`config.mk`:
```
export PLATFORM = sky130hd
export DESIGN_NAME = etf_queue
export DESIGN_NICKNAME = d
export VERILOG_FILES = /design/src/hdl/etf_pkg.sv /design/src/hdl/etf_queue.sv
export SDC_FILE = /design/constraint.sdc
export NUM_CORES = 1
export LEC_CHECK = 0
export ABC_AREA = 1
export BUFFER_PORTS_ARGS = -buffer_cell sky130_fd_sc_hd__buf_2
export CORE_AREA = 2 2 196 160
export CTS_CLUSTER_DIAMETER = 120
export CTS_CLUSTER_SIZE = 40
export DETAILED_ROUTE_END_ITERATION = 16
export DIE_AREA = 0 0 198 162
export PLACE_DENSITY = 0.54
export SYNTH_ARGS = -nofsm -noshare
export SYNTH_HDL_FRONTEND = slang
export SYNTH_SLANG_ARGS = --single-unit
```
`constraint.sdc`:
```
create_clock -name clk -period 8.8 [get_ports clk]
set_clock_uncertainty 0.15 [all_clocks]
set_input_delay 1.32 -clock clk [delete_from_list [all_inputs] [get_ports clk]]
set_output_delay 1.32 -clock clk [all_outputs]
set_load 0.01 [all_outputs]
```
`src/hdl/etf_pkg.sv`:
```
// shared types, constants and helpers for the escape-time fractal pixel block
`timescale 1ns / 1ps
package etf_pkg;

	localparam int COORD_BITS = 12;
	localparam int FRAC_BITS  = 28;
	localparam int COUNT_BITS = 16;

	// z and c width (Q4.F), saturation sum width, magnitude and product widths
	localparam int ZW = FRAC_BITS + 4;
	localparam int SW = ZW + 2;
	localparam int MW = FRAC_BITS + 2;
	localparam int PW = 2 * MW;

	// register indexes
	localparam logic [2:0] REG_WIDTH  = 3'd0;
	localparam logic [2:0] REG_HEIGHT = 3'd1;
	localparam logic [2:0] REG_LIMIT  = 3'd2;
	localparam logic [2:0] REG_KIND   = 3'd3;
	localparam logic [2:0] REG_JREAL  = 3'd4;
	localparam logic [2:0] REG_JIMAG  = 3'd5;
	localparam logic [2:0] REG_BASE   = 3'd6;

	typedef logic signed [ZW-1:0] coord_t;

	typedef struct packed {
		logic [12:0]           width;
		logic [12:0]           height;
		logic [COUNT_BITS-1:0] limit;
		logic                  kind;
		logic [31:0]           jreal;
		logic [31:0]           jimag;
		logic [23:0]           base;
	} cfg_t;

	typedef struct packed {
		coord_t zr;
		coord_t zi;
		coord_t cr;
		coord_t ci;
	} item_t;

	localparam logic signed [SW-1:0] SAT_HI = {{3{1'b0}}, {(ZW-1){1'b1}}};
	localparam logic signed [SW-1:0] SAT_LO = {{3{1'b1}}, {(ZW-1){1'b0}}};

	// clamp a wide sum to the Q4.F range
	function automatic coord_t sat_coord(input logic signed [SW-1:0] x);
		coord_t r;
		if (x > SAT_HI)
			r = {1'b0, {(ZW-1){1'b1}}};
		else if (x < SAT_LO)
			r = {1'b1, {(ZW-1){1'b0}}};
		else
			r = x[ZW-1:0];
		return r;
	endfunction

endpackage

```
`src/hdl/etf_queue.sv`:
```
// two-entry queue between the mapping front end and the iteration back end
`timescale 1ns / 1ps
module etf_queue (
	input  logic           clk,
	input  logic           arst_n,
	input  logic           in_valid,
	output logic           in_ready,
	input  etf_pkg::item_t in_item,
	output logic           out_valid,
	input  logic           out_ready,
	output etf_pkg::item_t out_item
);
	import etf_pkg::*;

	item_t       mem_q [2];
	logic        wp_q, rp_q;
	logic [1:0]  fill_q;
	logic        push, pop;

	assign in_ready  = (fill_q != 2'd2);
	assign out_valid = (fill_q != 2'd0);
	assign out_item  = mem_q[rp_q];
	assign push = in_valid && in_ready;
	assign pop  = out_valid && out_ready;

	// storage
	always_ff @(posedge clk) begin
		if (push)
			mem_q[wp_q] <= in_item;
	end

	// pointers and fill level
	always_ff @(posedge clk or negedge arst_n) begin
		if (!arst_n) begin
			wp_q   <= 1'b0;
			rp_q   <= 1'b0;
			fill_q <= 2'd0;
		end else begin
			if (push)
				wp_q <= ~wp_q;
			if (pop)
				rp_q <= ~rp_q;
			fill_q <= fill_q + {1'b0, push} - {1'b0, pop};
		end
	end

endmodule

```
# Word level (Yosys, flattened, before mapping)
# Memories as Yosys holds them, arrays and structs flattened.
# Cells that the tools add are included.
[totals]
word_cells = 14
regBits = 4
ram_bits = 256
output_inout_bits = 130
memories = 1
[classes]
n_bitwise = 2
mux = 2
n_eq_ne = 1
reduce_logical = 3
addsub = 2
[mem_list]
columns = ["name", "depth", "word_bits", "read_ports", "rd_ports_with_merged_regs", "wr", "line", "source"]
rows = [
  ["mem_q", 2, 128, 1, 0, 1, "etf_queue.sv:15", "item_t mem_q [2];"],
]
[ops]
columns = ["cell", "count"]
rows = [
  ["adder 2 x 1 -> 2 bit", 1],
  ["logical AND 1 bit", 2],
  ["two-way mux 1 bit", 2],
  ["!= test 2 bit (second input constant)", 1],
  ["NOT 1 bit", 2],
  ["nonzero test 2 bit", 1],
  ["subtractor 2 x 1 -> 2 bit", 1],
]

# Longest topological paths before layout
# Gate-level depths: netlist (run 1).
[depth]
ltp_word = 4
depth_mapped = 10

# Worst setup path after synthesis (run 1)
# No wires, ideal clock.
[synth_path]
kind = "input-to-reg"
from = "input in_valid"
to = "memory mem_q[1][0] (netlist name) (enable)"
stages = 2
setup_ns = 0.617
arrival_ns = 6.725
setup_slack_ns = 1.308
cell_sequence = "nand2_1 -> nor2_1"
[synth_between]
elab_chain_len = 3
[synth_rtl]
columns = ["element", "line", "source"]
rows = [
  ["start, declared", "etf_queue.sv:6", "input logic in_valid,"],
  ["logical AND 1 bit", "etf_queue.sv:23", "assign push = in_valid && in_ready;"],
  ["two-way mux 1 bit", "etf_queue.sv:28", "if (push)"],
  ["two-way mux 1 bit (implied by the code)", "etf_queue.sv:29", "mem_q[wp_q] <= in_item;"],
  ["end, declared", "etf_queue.sv:15", ""],
]
# No other way between the ends.

==> impl_metrics.ini, run 1 <==
[worst_setup_path]
worstSetupStartpointType = register
max_stage_delay_ps = 720
arrival_ps = 2730
path_class = register to output pin
cp_slowest_cell = buf_4
critPathBufInv = 3
path_common_cell = nand2_1
rrSetupSlack_ps = 6130
critPathCaptureType = output pin
crit_chain = inv_4 > buf_4 > nand2_1 > nand2_1 > buf_2
crit_required_ps = 7330
cp_top_family = buffers and inverters
crit_fanout = 66

[yosys]
ys_types = 11
ys_ff_latch = 260
synth_cells = 700
syn_area_um2 = 9500
synth.top_cells.by_area = edfxtp_1, nand2_1, buf_2, dfrtp_1, inv_1
syn_nets = 834
avgSynthCellArea_um2 = 13.6
synth_top_cell_area_share_pct = 80.9
yosysSeqAreaShare_pct = 82.0
yosysTopAreaCell = edfxtp_1
ys_warn_count = 0

[clock_tree]
h-tree-depth = 1
clkSinkCount = 260
root_buffer = clkbuf_16
cts_tree = done
clk_pin_slew_ps = 140
cts_setup_buffers = 0
ctsResizeCount = 0
postCtsHoldBufs = 0
cts_buffers = 10
clk_latency_ps = 500
clockBufferDepth = 3

[detailed_routing]
ant_nets = 0
vias_per_cell = 4.17
drt_wl_total_um = 20400
vias = 5700
drc = 0
firstDrtPassIters = 4
routedWlPerCell_um = 14.9
drt_iter0_drc = 245

[min_path]
hp-class = register to register

[status]
status = completed

[layout]
final_cell_mix = nand2_1, buf_2, edfxtp_1
final_common_cell = nand2_1
final_nets = 1085
drive_above_1_share_pct = 29.7
syn2layout_area_growth_pct = 21.5

[placement]
dp_hpwl_um = 13100
portBuffers = 261
globalplace.congestion = 0.708

[global_routing]
first_global_vias = 5335
grt_pass1_wl_um = 30300
grt_max_degree = 75
grt_overflow = 0
grt_use_total_pct = 12.2
grt_antenna_before_repair = 5

[timing]
fin_setup_tns_ps = 0
hold_viol_final = 0
setup_viol = 0
slew_violations = 0
slew_headroom_pct = 38.4
fin_crit_sh_pct = 47.8
rsz0062_at_grt = no
fmax_mhz = 238
fin_crit_ps = 4200
tightest_slew_ps = 924
whs_ps = 343

[pwr]
irDropWorstVdd_mv = 0.192
p_per_area_nw_per_um2 = 311
leakage_nw = 4.89

[floorplanning]
start_util_pct = 31.6
pin_count = 262
core_area_um2 = 30000
die_h_um = 162
rows = 57
die_area_um2 = 32100
die_x_um = 198

[run]
maxCapViolCount = 0
where the power goes:
part / leakage [nW] / internal (W) / total, W / switching, W
sequential: 2.43 / 0.00169 / 0.00174 / 0.0000567
combinational: 2.31 / 0.000387 / 0.00126 / 0.000870
clock: 0.147 / 0.000235 / 0.000588 / 0.000354
total: 4.89 / 0.00231 / 0.00359 / 0.00128
metrics by stage:
| step | worst slack [ps] | total power (W) | util (%) | cells | cell area (um^2) |
|---|---|---|---|---|---|
| finish | 4600 | 0.00359 | 38.5 | 1367 | 11500 |
| global route | 4350 | 0.00384 | 38.4 | 1365 | 11500 |
| CTS | 4440 | 0.00367 | 38.4 | 1365 | 11500 |
| detailed placement | 5030 | 0.00308 | 37.4 | 1352 | 11200 |
| global placement | 5050 | 0.00307 | 37.4 | 1352 | 11200 |
| floorplan | 1310 | 0.00255 | - | 700 | 9500 |
per-layer routing:
layer	vias to the layer above	global-route usage [%]	wire, um
met4	8	2.05	275
met1	2655	16.7	9080
li1	2839	-	-
met3	20	4.42	1890
met2	178	18.9	9070
met5	-	0	59
layout make-up:
type / count / area, um^2
Clock buffer: 12 / 279
Antenna cell: 2 / 5.00
Clock inverter: 1 / 20.0
Inverter: 9 / 41.3
Tap cell: 413 / 517
Timing Repair Buffer: 267 / 1350
Multi-Input combinational cell: 403 / 1540
Fill cell: 2876 / 18500
Sequential cell: 260 / 7790
state kept, by name (all words and copies together), names as in the netlist:
name,flops
wp_q,1
fill_q,2
mem_q,256
rp_q,1
synth_stat cells:
| master | instances |
|---|---|
| buf_2 | 24 |
| buf_4 | 3 |
| clkbuf_1 | 1 |
| dfrtp_1 | 4 |
| edfxtp_1 | 256 |
| ha_1 | 2 |
| inv_1 | 8 |
| inv_2 | 1 |
| nand2_1 | 397 |
| nand3_1 | 3 |
| nor2_1 | 1 |
worst min-delay path: cells and delay by family (launching register included):
| family | cells | cell delay, ps |
|---|---|---|
| flip-flops | 1 | 370 |
| AND/OR/NAND/NOR | 2 | 100 |
cell families after synthesis:
kind of cell,after synthesis,share of synthesized area [%]
adders and majority gates,2,0.263
and+or+nand+nor,401,15.9
DFF,260,82.0
buffers and inverters,37,1.90
path summary, 6_finish.rpt:
check	from	endpoint	depth (start not counted)
worst max-delay path	rp_q	out_item[0]	5
worst min register to register	wp_q	wp_q	2
worst max register to register	fill_q[1]	mem_q[0][93]	4
max in group asynchronous	arst_n	fill_q[0]	1
worst min-delay path	wp_q	wp_q	2
min in group asynchronous	arst_n	rp_q	1
(Power assumes the default switching activity.)
==> inputs of run 2 (changes only) <==
PLACE_DENSITY = 0.56   (was 0.54)
clock period = 3.7 ns   (was 8.8 ns; I/O delays follow)
==> impl_metrics.ini, run 2 (same netlist as run 1, synthesis figures left out) <==
[worst_setup_path]
arrival_ps = 2170
worstSetupStartpointType = register
crit_fanout = 47
path_class = register to output pin
critPathCaptureType = output pin
crit_required_ps = 2990

[layout]
final_common_cell = nand2_1
drive_above_1_share_pct = 29.9
multi_input_area_um2 = 1540
syn2layout_area_growth_pct = 22.3
n_fill_cell = 2894
largest_register_ffs = 256
regMostFlops = mem_q
final_cell_mix = nand2_1, buf_2, edfxtp_1
seq_area_um2 = 7790
reg.largest.list = mem_q (256), fill_q (2)
final_nets = 1087

[pwr]
p_sw_w = 0.00306
pwr-share-comb_pct = 35.0
seq_power_share_pct = 48.1
irDropWorstVdd_mv = 0.475
switching_share_pct = 35.4
internal_power_w = 0.00559
p_clk_share_pct = 17.0
p_per_area_nw_per_um2 = 744
p_total_w = 0.00865
leakage_nw = 4.91

[clock_tree]
root_buffer = clkbuf_16
clk_latency_ps = 490
h-tree-depth = 1
cts_tree = done
cts_setup_buffers = 0
clockBufferDepth = 3
clkSinkCount = 260
cts_buffers = 10
clk_pin_slew_ps = 140

[detailed_routing]
firstDrtPassIters = 4
drt_iter0_drc = 276
wl_met3_um = 1670
vias_per_cell = 4.25
routedWlPerCell_um = 15.1
drt_wl_total_um = 20600
route.met2.wl_um = 9180
top_layer = met5
ant_nets = 0
vias = 5825
drc = 0
drt-met1-wl_um = 9390

[floorplanning]
core_area_um2 = 30000
start_util_pct = 31.6
rows = 57
die_area_um2 = 32100
die_x_um = 198
die_h_um = 162
pin_count = 262

[timing]
hold_viol_final = 0
slew_headroom_pct = 44.2
fin_setup_tns_ps = 0
setup_viol = 0
setup_ws_ps = 821
fin_crit_ps = 2880
rsz0062_at_grt = no
fin_crit_sh_pct = 77.8
fmax_mhz = 347
slew_violations = 0
tightest_slew_ps = 837

[placement]
portBuffers = 261
place_ws_ps = 1320
dp_hpwl_um = 12800
globalplace.congestion = 0.733

[run]
maxCapViolCount = 0

[min_path]
hp-class = primary input to register

[global_routing]
first_global_vias = 5646
grt_antenna_before_repair = 5
grt_pass1_wl_um = 31200
grt_use_total_pct = 12.5
grt_max_degree = 130
grt_overflow = 0

[status]
status = completed
[run 2: cell types whose count changed in the layout (fill, tap and decap cells not counted), sizes merged]
| cell | change |
|---|---|
| inv | -1 |
| bufinv | +1 |
| buf | +1 |
| dlygate4sd3 | +1 |
| clkinvlp | +1 |
| clkbuf | -1 |
[run 2: power groups by stage]
| stage | combinational, W | clock [W] | sequential [W] |
|---|---|---|---|
| after global placement | 0.00310 | 0 | 0.00422 |
| after detailed placement | 0.00312 | 0 | 0.00423 |
| final | 0.00303 | 0.00147 | 0.00416 |
| after floorplan | 0.00177 | 0 | 0.00423 |
| after global routing | 0.00342 | 0.00163 | 0.00421 |
| after CTS | 0.00312 | 0.00153 | 0.00416 |
[run 2: through the flow]
step                hold WS (ps)  cells  cell area, um^2  utilization (%)
floorplan                    109    700             9510                -
global placement             221   1353            11300             37.6
detailed placement           221   1353            11300             37.6
CTS                         61.3   1367            11600             38.7
global route                50.8   1367            11600             38.7
finish                      86.3   1369            11600             38.7
[run 2: cell type report]
class	count	share of cell area, %
antenna	2	0.0431
clock buffer	11	2.37
inverter	9	0.344
tap	413	4.45
clock inverter	2	0.398
multi-input combinational	403	13.3
timing repair buffer	269	12.1
sequential	260	67.0
[run 2: final timing paths]
path                               from            end  slack (ps)  cells past startpoint
max                                rp_q   out_item[13]         820                      5
max reg2reg                   fill_q[1]   mem_q[1][60]        1700                      4
min reg2reg                        wp_q           wp_q         350                      2
min                        in_item[116]  mem_q[1][116]          90                      1
min in group asynchronous        arst_n           wp_q         220                      2
max in group asynchronous        arst_n           rp_q        3040                      2
[run 2: layer usage]
metal | global-route usage, % | vias up
li1 | - | 2842
met1 | 17.1 | 2759
met2 | 19.7 | 192
met3 | 3.95 | 24
met4 | 2.26 | 8
met5 | 0 | -
[run 2: critical path, stage by stage, from the launching register on]
cell and delay (ps):
dfrtp_4 530, inv_4 400, buf_4 400, nand2_1 90, nand2_1 80, buf_2 130
[run 2: timing repair]
action,4_1_cts,5_1_grt
hold buffers,1,0
endpoints found under the setup margin,0,0
resized for setup,0,0
endpoints found under the hold margin,4,0
