[src/hdl/etf_pkg.sv]
// shared types, constants and helpers for the escape-time fractal pixel block
`timescale 1ns / 1ps
package etf_pkg;

	localparam int COORD_BITS = 12;
	localparam int FRAC_BITS  = 28;
	localparam int COUNT_BITS = 16;

	// z and c width (Q4.F), saturation sum width, magnitude and product widths
	localparam int ZW = FRAC_BITS + 4;
	localparam int SW = ZW + 2;
	localparam int MW = FRAC_BITS + 2;
	localparam int PW = 2 * MW;

	// register indexes
	localparam logic [2:0] REG_WIDTH  = 3'd0;
	localparam logic [2:0] REG_HEIGHT = 3'd1;
	localparam logic [2:0] REG_LIMIT  = 3'd2;
	localparam logic [2:0] REG_KIND   = 3'd3;
	localparam logic [2:0] REG_JREAL  = 3'd4;
	localparam logic [2:0] REG_JIMAG  = 3'd5;
	localparam logic [2:0] REG_BASE   = 3'd6;

	typedef logic signed [ZW-1:0] coord_t;

	typedef struct packed {
		logic [12:0]           width;
		logic [12:0]           height;
		logic [COUNT_BITS-1:0] limit;
		logic                  kind;
		logic [31:0]           jreal;
		logic [31:0]           jimag;
		logic [23:0]           base;
	} cfg_t;

	typedef struct packed {
		coord_t zr;
		coord_t zi;
		coord_t cr;
		coord_t ci;
	} item_t;

	localparam logic signed [SW-1:0] SAT_HI = {{3{1'b0}}, {(ZW-1){1'b1}}};
	localparam logic signed [SW-1:0] SAT_LO = {{3{1'b1}}, {(ZW-1){1'b0}}};

	// clamp a wide sum to the Q4.F range
	function automatic coord_t sat_coord(input logic signed [SW-1:0] x);
		coord_t r;
		if (x > SAT_HI)
			r = {1'b0, {(ZW-1){1'b1}}};
		else if (x < SAT_LO)
			r = {1'b1, {(ZW-1){1'b0}}};
		else
			r = x[ZW-1:0];
		return r;
	endfunction

endpackage

[src/hdl/etf_front.sv]
// front end: takes a pixel word and maps it onto the complex plane
`timescale 1ns / 1ps
module etf_front (
	input  logic                           clk,
	input  logic                           arst_n,
	input  etf_pkg::cfg_t                  cfg,
	input  logic                           s_valid,
	output logic                           s_ready,
	input  logic [etf_pkg::COORD_BITS-1:0] col,
	input  logic [etf_pkg::COORD_BITS-1:0] row,
	output logic                           q_valid,
	input  logic                           q_ready,
	output etf_pkg::item_t                 q_item
);
	import etf_pkg::*;

	localparam int NB  = COORD_BITS + 2;
	localparam int DW  = NB + FRAC_BITS;
	localparam int CW  = $clog2(DW + 1);
	localparam int JSL = (FRAC_BITS >= 28) ? FRAC_BITS - 28 : 0;
	localparam int JSR = (FRAC_BITS >= 28) ? 0 : 28 - FRAC_BITS;
	localparam logic signed [SW-1:0] NEG_TWO =
		-({{(SW-2){1'b0}}, 2'b10} << FRAC_BITS);
	localparam logic signed [SW-1:0] NEG_ONE_HALF =
		-({{(SW-2){1'b0}}, 2'b11} << (FRAC_BITS - 1));

	typedef enum logic [1:0] {ST_IDLE, ST_DIV, ST_PUSH} state_t;

	state_t         state_q;
	logic [CW-1:0]  cnt_q;
	logic           kind_q;
	logic [12:0]    wsz_q, hsz_q;
	logic [12:0]    xrem_q, yrem_q;
	logic [DW-1:0]  xdvd_q, ydvd_q, xquo_q, yquo_q;

	logic [NB-1:0]  nx, ny;
	logic [13:0]    xr1, yr1;
	logic           xge, yge;
	logic [ZW-1:0]  xoff, yoff;
	coord_t         mx, my, jr, ji;
	logic signed [63:0] jr_ext, ji_ext;

	assign s_ready = (state_q == ST_IDLE);
	assign q_valid = (state_q == ST_PUSH);

	// pixel times span
	always_comb begin
		if (cfg.kind) begin
			nx = {col, 2'b00};
			ny = {row, 2'b00};
		end else begin
			nx = {1'b0, col, 1'b0} + {2'b00, col};
			ny = {1'b0, row, 1'b0} + {2'b00, row};
		end
	end

	// one restoring division step per axis
	assign xr1 = {xrem_q, xdvd_q[DW-1]};
	assign yr1 = {yrem_q, ydvd_q[DW-1]};
	assign xge = (xr1 >= {1'b0, wsz_q});
	assign yge = (yr1 >= {1'b0, hsz_q});

	// offset with clamp of a whole part beyond 15, then start and saturation
	always_comb begin
		xoff = (|xquo_q[DW-1:FRAC_BITS+4]) ? {ZW{1'b1}} : xquo_q[ZW-1:0];
		yoff = (|yquo_q[DW-1:FRAC_BITS+4]) ? {ZW{1'b1}} : yquo_q[ZW-1:0];
		mx = sat_coord(NEG_TWO + $signed({2'b00, xoff}));
		my = sat_coord((kind_q ? NEG_TWO : NEG_ONE_HALF) + $signed({2'b00, yoff}));
		jr_ext = {{32{cfg.jreal[31]}}, cfg.jreal};
		ji_ext = {{32{cfg.jimag[31]}}, cfg.jimag};
		jr = ZW'((jr_ext <<< JSL) >>> JSR);
		ji = ZW'((ji_ext <<< JSL) >>> JSR);
		if (kind_q) begin
			q_item.zr = mx;
			q_item.zi = my;
			q_item.cr = jr;
			q_item.ci = ji;
		end else begin
			q_item.zr = '0;
			q_item.zi = '0;
			q_item.cr = mx;
			q_item.ci = my;
		end
	end

	// sequencer and divider registers
	always_ff @(posedge clk or negedge arst_n) begin
		if (!arst_n) begin
			state_q <= ST_IDLE;
			cnt_q   <= '0;
		end else begin
			case (state_q)
				ST_IDLE: begin
					if (s_valid) begin
						kind_q <= cfg.kind;
						wsz_q  <= (cfg.width == '0) ? 13'd1 : cfg.width;
						hsz_q  <= (cfg.height == '0) ? 13'd1 : cfg.height;
						xdvd_q <= {nx, {FRAC_BITS{1'b0}}};
						ydvd_q <= {ny, {FRAC_BITS{1'b0}}};
						xrem_q <= '0;
						yrem_q <= '0;
						xquo_q <= '0;
						yquo_q <= '0;
						cnt_q  <= CW'(DW);
						state_q <= ST_DIV;
					end
				end
				ST_DIV: begin
					if (cnt_q == '0) begin
						state_q <= ST_PUSH;
					end else begin
						xrem_q <= xge ? 13'(xr1 - {1'b0, wsz_q}) : xr1[12:0];
						yrem_q <= yge ? 13'(yr1 - {1'b0, hsz_q}) : yr1[12:0];
						xquo_q <= {xquo_q[DW-2:0], xge};
						yquo_q <= {yquo_q[DW-2:0], yge};
						xdvd_q <= {xdvd_q[DW-2:0], 1'b0};
						ydvd_q <= {ydvd_q[DW-2:0], 1'b0};
						cnt_q  <= cnt_q - 1'b1;
					end
				end
				ST_PUSH: begin
					if (q_ready)
						state_q <= ST_IDLE;
				end
				default: state_q <= ST_IDLE;
			endcase
		end
	end

endmodule

[config.mk]
export PLATFORM = sky130hd
export DESIGN_NAME = etf_front
export DESIGN_NICKNAME = d
export VERILOG_FILES = /design/src/hdl/etf_pkg.sv /design/src/hdl/etf_front.sv
export SDC_FILE = /design/constraint.sdc
export NUM_CORES = 1
export LEC_CHECK = 0
export BUFFER_PORTS_ARGS = -buffer_cell sky130_fd_sc_hd__buf_2
export CAP_MARGIN = 5
export CORE_UTILIZATION = 58
export CTS_CLUSTER_SIZE = 16
export DETAILED_ROUTE_END_ITERATION = 6
export PLACE_DENSITY = 0.87
export SLEW_MARGIN = 10
export SYNTH_ARGS = -nofsm -noshare
export SYNTH_HDL_FRONTEND = slang
export SYNTH_SLANG_ARGS = --single-unit
[constraint.sdc]
create_clock -name clk -period 7.4 [get_ports clk]
set_clock_uncertainty 0.05 [all_clocks]
set_input_delay 1.48 -clock clk [delete_from_list [all_inputs] [get_ports clk]]
set_output_delay 1.48 -clock clk [all_outputs]
set_load 0.005 [all_outputs]
* After elaboration in Yosys (flattened, before gate mapping) *
Cells that the tools add are included.

cells by class
  add/sub/neg operators = 7
  $lt $le $gt $ge = 6
  equality and inequality tests = 6
  multiplexer cells = 35
  reduce and logical (&&, ||, !) cells = 11

operators by type and width
  kind                      number
  $pmux W42 S2              4
  $mux W42                  7
  $mux W32                  6
  $mux W128                 1
  $gt A34 B32 Y1 const B    2
  $lt A34 B32 Y1 const B    2
  $mux W13                  5
  $pmux W13 S2              2
  $add A30 B33 Y34          1
  $add A30 B33 Y34 const A  1
  $add A13 B12 Y14          2
  $ge A14 B13 Y1            2
  $mux W14                  2
  $mux W28                  1
  $logic_not A13 Y1         2
  $sub A13 B13 Y13          2
  $reduce_or A10 Y1         2
  $mux W6                   2
  $pmux W6 S2               1
  $reduce_and A3 Y1         3
  $logic_not A6 Y1          1
  $mux W2                   3
  $ne A2 B2 Y1 const B      3
  $pmux W2 S3               1
  other kinds (7)           7

word-level totals
  bits in registers = 229
  input port bits = 159
  output and inout bits = 130
  logic and storage cells = 76

* Depth between registers and ports, before layout *
  word-level depth = 7
  depth in mapped cells = 13
  gate-level depth less buffers = 10

* Worst setup path after synthesis *
Ideal clock, no wire load.

  kind = input to register
  start = in s_valid
  end = reg xdvd_q[28] (enable)
  setup time = 0.513 ns
  data arrival time = 5.048 ns
  data required time = 6.837 ns
  path slack = 1.789 ns
  stages = 3
  buffers on the path = 0
  cells stage by stage = nor2_1 nor3_2 and2_1

between the ends
  cells in the longest elaborated chain, start to end = 2

ends and longest elaborated chain
  element                      RTL line          RTL
  start: declaration           etf_front.sv:7    input logic s_valid,
  $ne A2 B2 Y1 (no line)       n/a
  $reduce_and A4 Y1 (no line)  n/a
  end signal: assignment       etf_front.sv:98   xdvd_q <= {nx, {FRAC_BITS{1'b0}}};
  end signal: assignment       etf_front.sv:116  xdvd_q <= {xdvd_q[DW-2:0], 1'b0};
  end: declaration             etf_front.sv:34   logic [DW-1:0] xdvd_q, ydvd_q, xquo_q, yquo_q;

No other way between the ends.
A chain may end at the register's enable or synchronous reset.

==> results.py <==
metrics = {
    "run_status": {
        "outcome": "complete, but fails checks",
        "violations": "design-rule violations",
    },
    "critical_path": {
        "cp_max_fo": 27,
        "reg2reg_slack_ns": 3.93,
        "timing.rr.end": "ydvd_q[41]",
        "worstSetupStartpointType": "flop",
        "critPathCaptureType": "primary output",
        "reg2reg_depth": 6,
        "cp.arrival_ns": 3.99,
        "crit_end": "q_item[0]",
        "worstSetupPathType": "flop to primary output",
        "reg2reg_from": "cnt_q[0]",
        "cp.required_ns": 5.87,
        "startpoint": "yquo_q[33]",
    },
    "sta": {
        "final-hold-violation-count": 0,
        "rsz0062_at_grt": "false",
        "drv_slew": 0,
        "period_share_pct": 74.6,
        "finalSetupViolCount": 0,
        "worst_slew_pin_slew_ns": 1.17,
        "maxSlewHeadroom_pct": 21.8,
        "period_minus_slack_ns": 5.52,
        "fmax_mhz": 181,
        "tns_ns": 0,
        "worst_slack_ns": 1.88,
    },
    "logic_synthesis": {
        "yosysTopAreaCellShare_pct": 45.4,
        "synth_nets": 1379,
        "synth_common_cells": "nor2_1, edfxtp_1, a21oi_1",
        "yosysSeqAreaShare_pct": 47.2,
        "async_flop_share_pct": 4.62,
        "syn_area_per_cell_um2": 9.43,
        "synth_top_flop_cell": "edfxtp_1",
        "synth_largest_area_cell": "edfxtp_1",
        "ys_ff_latch": 173,
        "synth.distinct_cells": 59,
        "ys_top_cells_by_area": "edfxtp_1, ha_1, nor2_1",
        "yosys_warnings": 0,
        "synth_edf_count": 165,
        "synth.most_common_cell": "nor2_1",
        "synth_area_um2": 10900,
        "syn-instance-count": 1158,
    },
    "detailed_routing": {
        "ant_nets": 0,
        "via_count": 9036,
        "drcViolationCount": 26,
        "detail_route.wl_per_cell_um": 15.9,
        "firstDrtPassIters": 7,
        "drt_iter0_markers": 628,
        "drt-total-wl_um": 25200,
        "vias_per_cell": 5.68,
    },
    "floorplanning": {
        "initial_core_util_pct": 60.0,
        "core_area_um2": 18200,
        "die-area_um2": 19400,
        "std_cell_rows": 49,
        "die_h_um": 139,
        "ios": 289,
        "fp.dieW_um": 139,
    },
    "global_routing": {
        "met3_usage_pct": 4.20,
        "grt.busiest_layer": "met2",
        "grt_pass1_wl_um": 40800,
        "antenna_found_initial": 1,
        "use_met2_pct": 44.5,
        "grt_pass1_vias": 8332,
        "grt_max_degree": 99,
        "gr-usage-all-layers_pct": 26.2,
        "grt_overflow_total": 0,
        "met1_usage_pct": 34.4,
    },
    "final_layout": {
        "nFillCells": 1389,
        "nNetsFinal": 1570,
        "fin_area_um2": 12800,
        "drive_gt1_share_pct": 22.8,
        "syn_to_final_growth_pct": 16.8,
    },
    "clock_network": {
        "clockRootBuffer": "clkbuf_16",
        "clock_latency_ns": 0.42,
        "cts_setup_buffers": 0,
        "cts_max_level": 4,
        "cts_tree": "built",
        "path_clk_slew_ns": 0.07,
        "cts_resized": 0,
        "hold_buffers": 0,
        "clock-sinks": 173,
        "numCtsBuffers": 17,
        "clockBufferDepth": 2,
    },
    "placed_design": {
        "pre_cts_ws_ns": 2.42,
        "dpl_cell_area_um2": 12200,
        "numPortBuffers": 248,
        "hpwl_um": 17500,
        "gp_congestion": 0.884,
    },
    "pwr": {
        "p_leak_nw": 5.43,
        "p_per_area_nw_per_um2": 353,
        "ir_worst_vdd_v": 0.000386,
    },
    "run": {
        "cap_violations": 0,
    },
    "hold_path": {
        "hold_depth": 2,
        "min_path_type": "flop to flop",
    },
}
-- worst min path at each step --
stage	startpoint	end	slack, ns
after global placement	ydvd_q[28]	ydvd_q[29]	0.44
after detailed placement	ydvd_q[28]	ydvd_q[29]	0.45
after floorplan	xdvd_q[28]	xdvd_q[29]	0.43
after CTS	ydvd_q[28]	ydvd_q[29]	0.47
final	ydvd_q[28]	ydvd_q[29]	0.47
after global routing	ydvd_q[28]	ydvd_q[29]	0.48
-- cells in the final DEF (no fill, tap or decap), types with 8 or more instances in the layout --
master	instances
nand2b_1	13
clkbuf_16	17
inv_1	76
xor2_1	14
nand2_1	32
ha_1	58
nor3_1	56
o21a_1	20
nor2_1	192
nor2b_1	10
buf_2	248
mux2_2	8
xnor2_1	17
a21o_1	10
a21oi_1	136
nand3b_1	9
and2_1	87
mux2i_1	14
nor4_1	8
dfrtp_1	8
edfxtp_1	165
o21ai_0	36
a211oi_1	11
-- registers in the layout (all words and copies together) (netlist names), 6 cells and up --
register / cells
cnt_q: 6
hsz_q: 13
wsz_q: 13
xdvd_q: 14
xquo_q: 42
xrem_q: 13
ydvd_q: 14
yquo_q: 42
yrem_q: 13
-- power breakdown --
group / leakage (nW) / internal (mW) / total [mW] / switching, mW
logic: 3.48 / 0.772 / 1.76 / 0.988
clock network: 0.263 / 0.494 / 0.864 / 0.370
registers: 1.70 / 1.67 / 1.88 / 0.211
total: 5.43 / 2.93 / 4.50 / 1.57
-- final cells by class --
type                       count  area (um^2)  share of cell area (%)
tap                          229          287                    2.25
sequential                   173         5150                    40.4
inverter                      77          290                    2.28
multi-input combinational    825         5170                    40.5
clock inverter                12          121                   0.952
clock buffer                  20          437                    3.42
timing repair buffer         255         1290                    10.1
antenna                        1         2.50                  0.0196
-- stage by stage --
step | instances | hold WS (ns) | util [%] | power [mW]
final | 1592 | 0.467 | 70.0 | 4.50
after global routing | 1592 | 0.480 | 70.0 | 4.79
after CTS | 1591 | 0.466 | 70.0 | 4.51
after detailed placement | 1559 | 0.451 | 67.0 | 3.63
after global placement | 1559 | 0.441 | 67.0 | 3.54
after floorplan | 1158 | 0.434 | - | 3.23
-- worst max-delay path: stages, from the launching register on --
cell and delay (ns):
edfxtp_1 0.40, nor4_1 0.41, and4_1 0.37, nand2b_1 0.08, ha_1 0.22, ha_1 0.23, o32a_1 0.33, nand2b_1 0.60
a21oi_1 0.57, a21oi_1 0.15, buf_2 0.18
-- per-layer routing --
metal	vias up	wire length [um]
li1	4461	-
met1	4208	11000
met2	331	12300
met3	36	1480
met4	0	492
met5	-	0
-- cell families (layout without fill, tap and decap cells) --
group           Yosys count  count (layout)  synth area share, %
simple gates            443             443                 20.0
compound gates          267             267                 15.1
xor+xnor                 31              31                 2.49
mux                      22              22                 2.11
other cells               0               1                    0
fa+ha+maj                62              62                 7.38
buf+inv                 160             364                 5.70
flops                   173             173                 47.2
(Power assumes the default switching activity.)
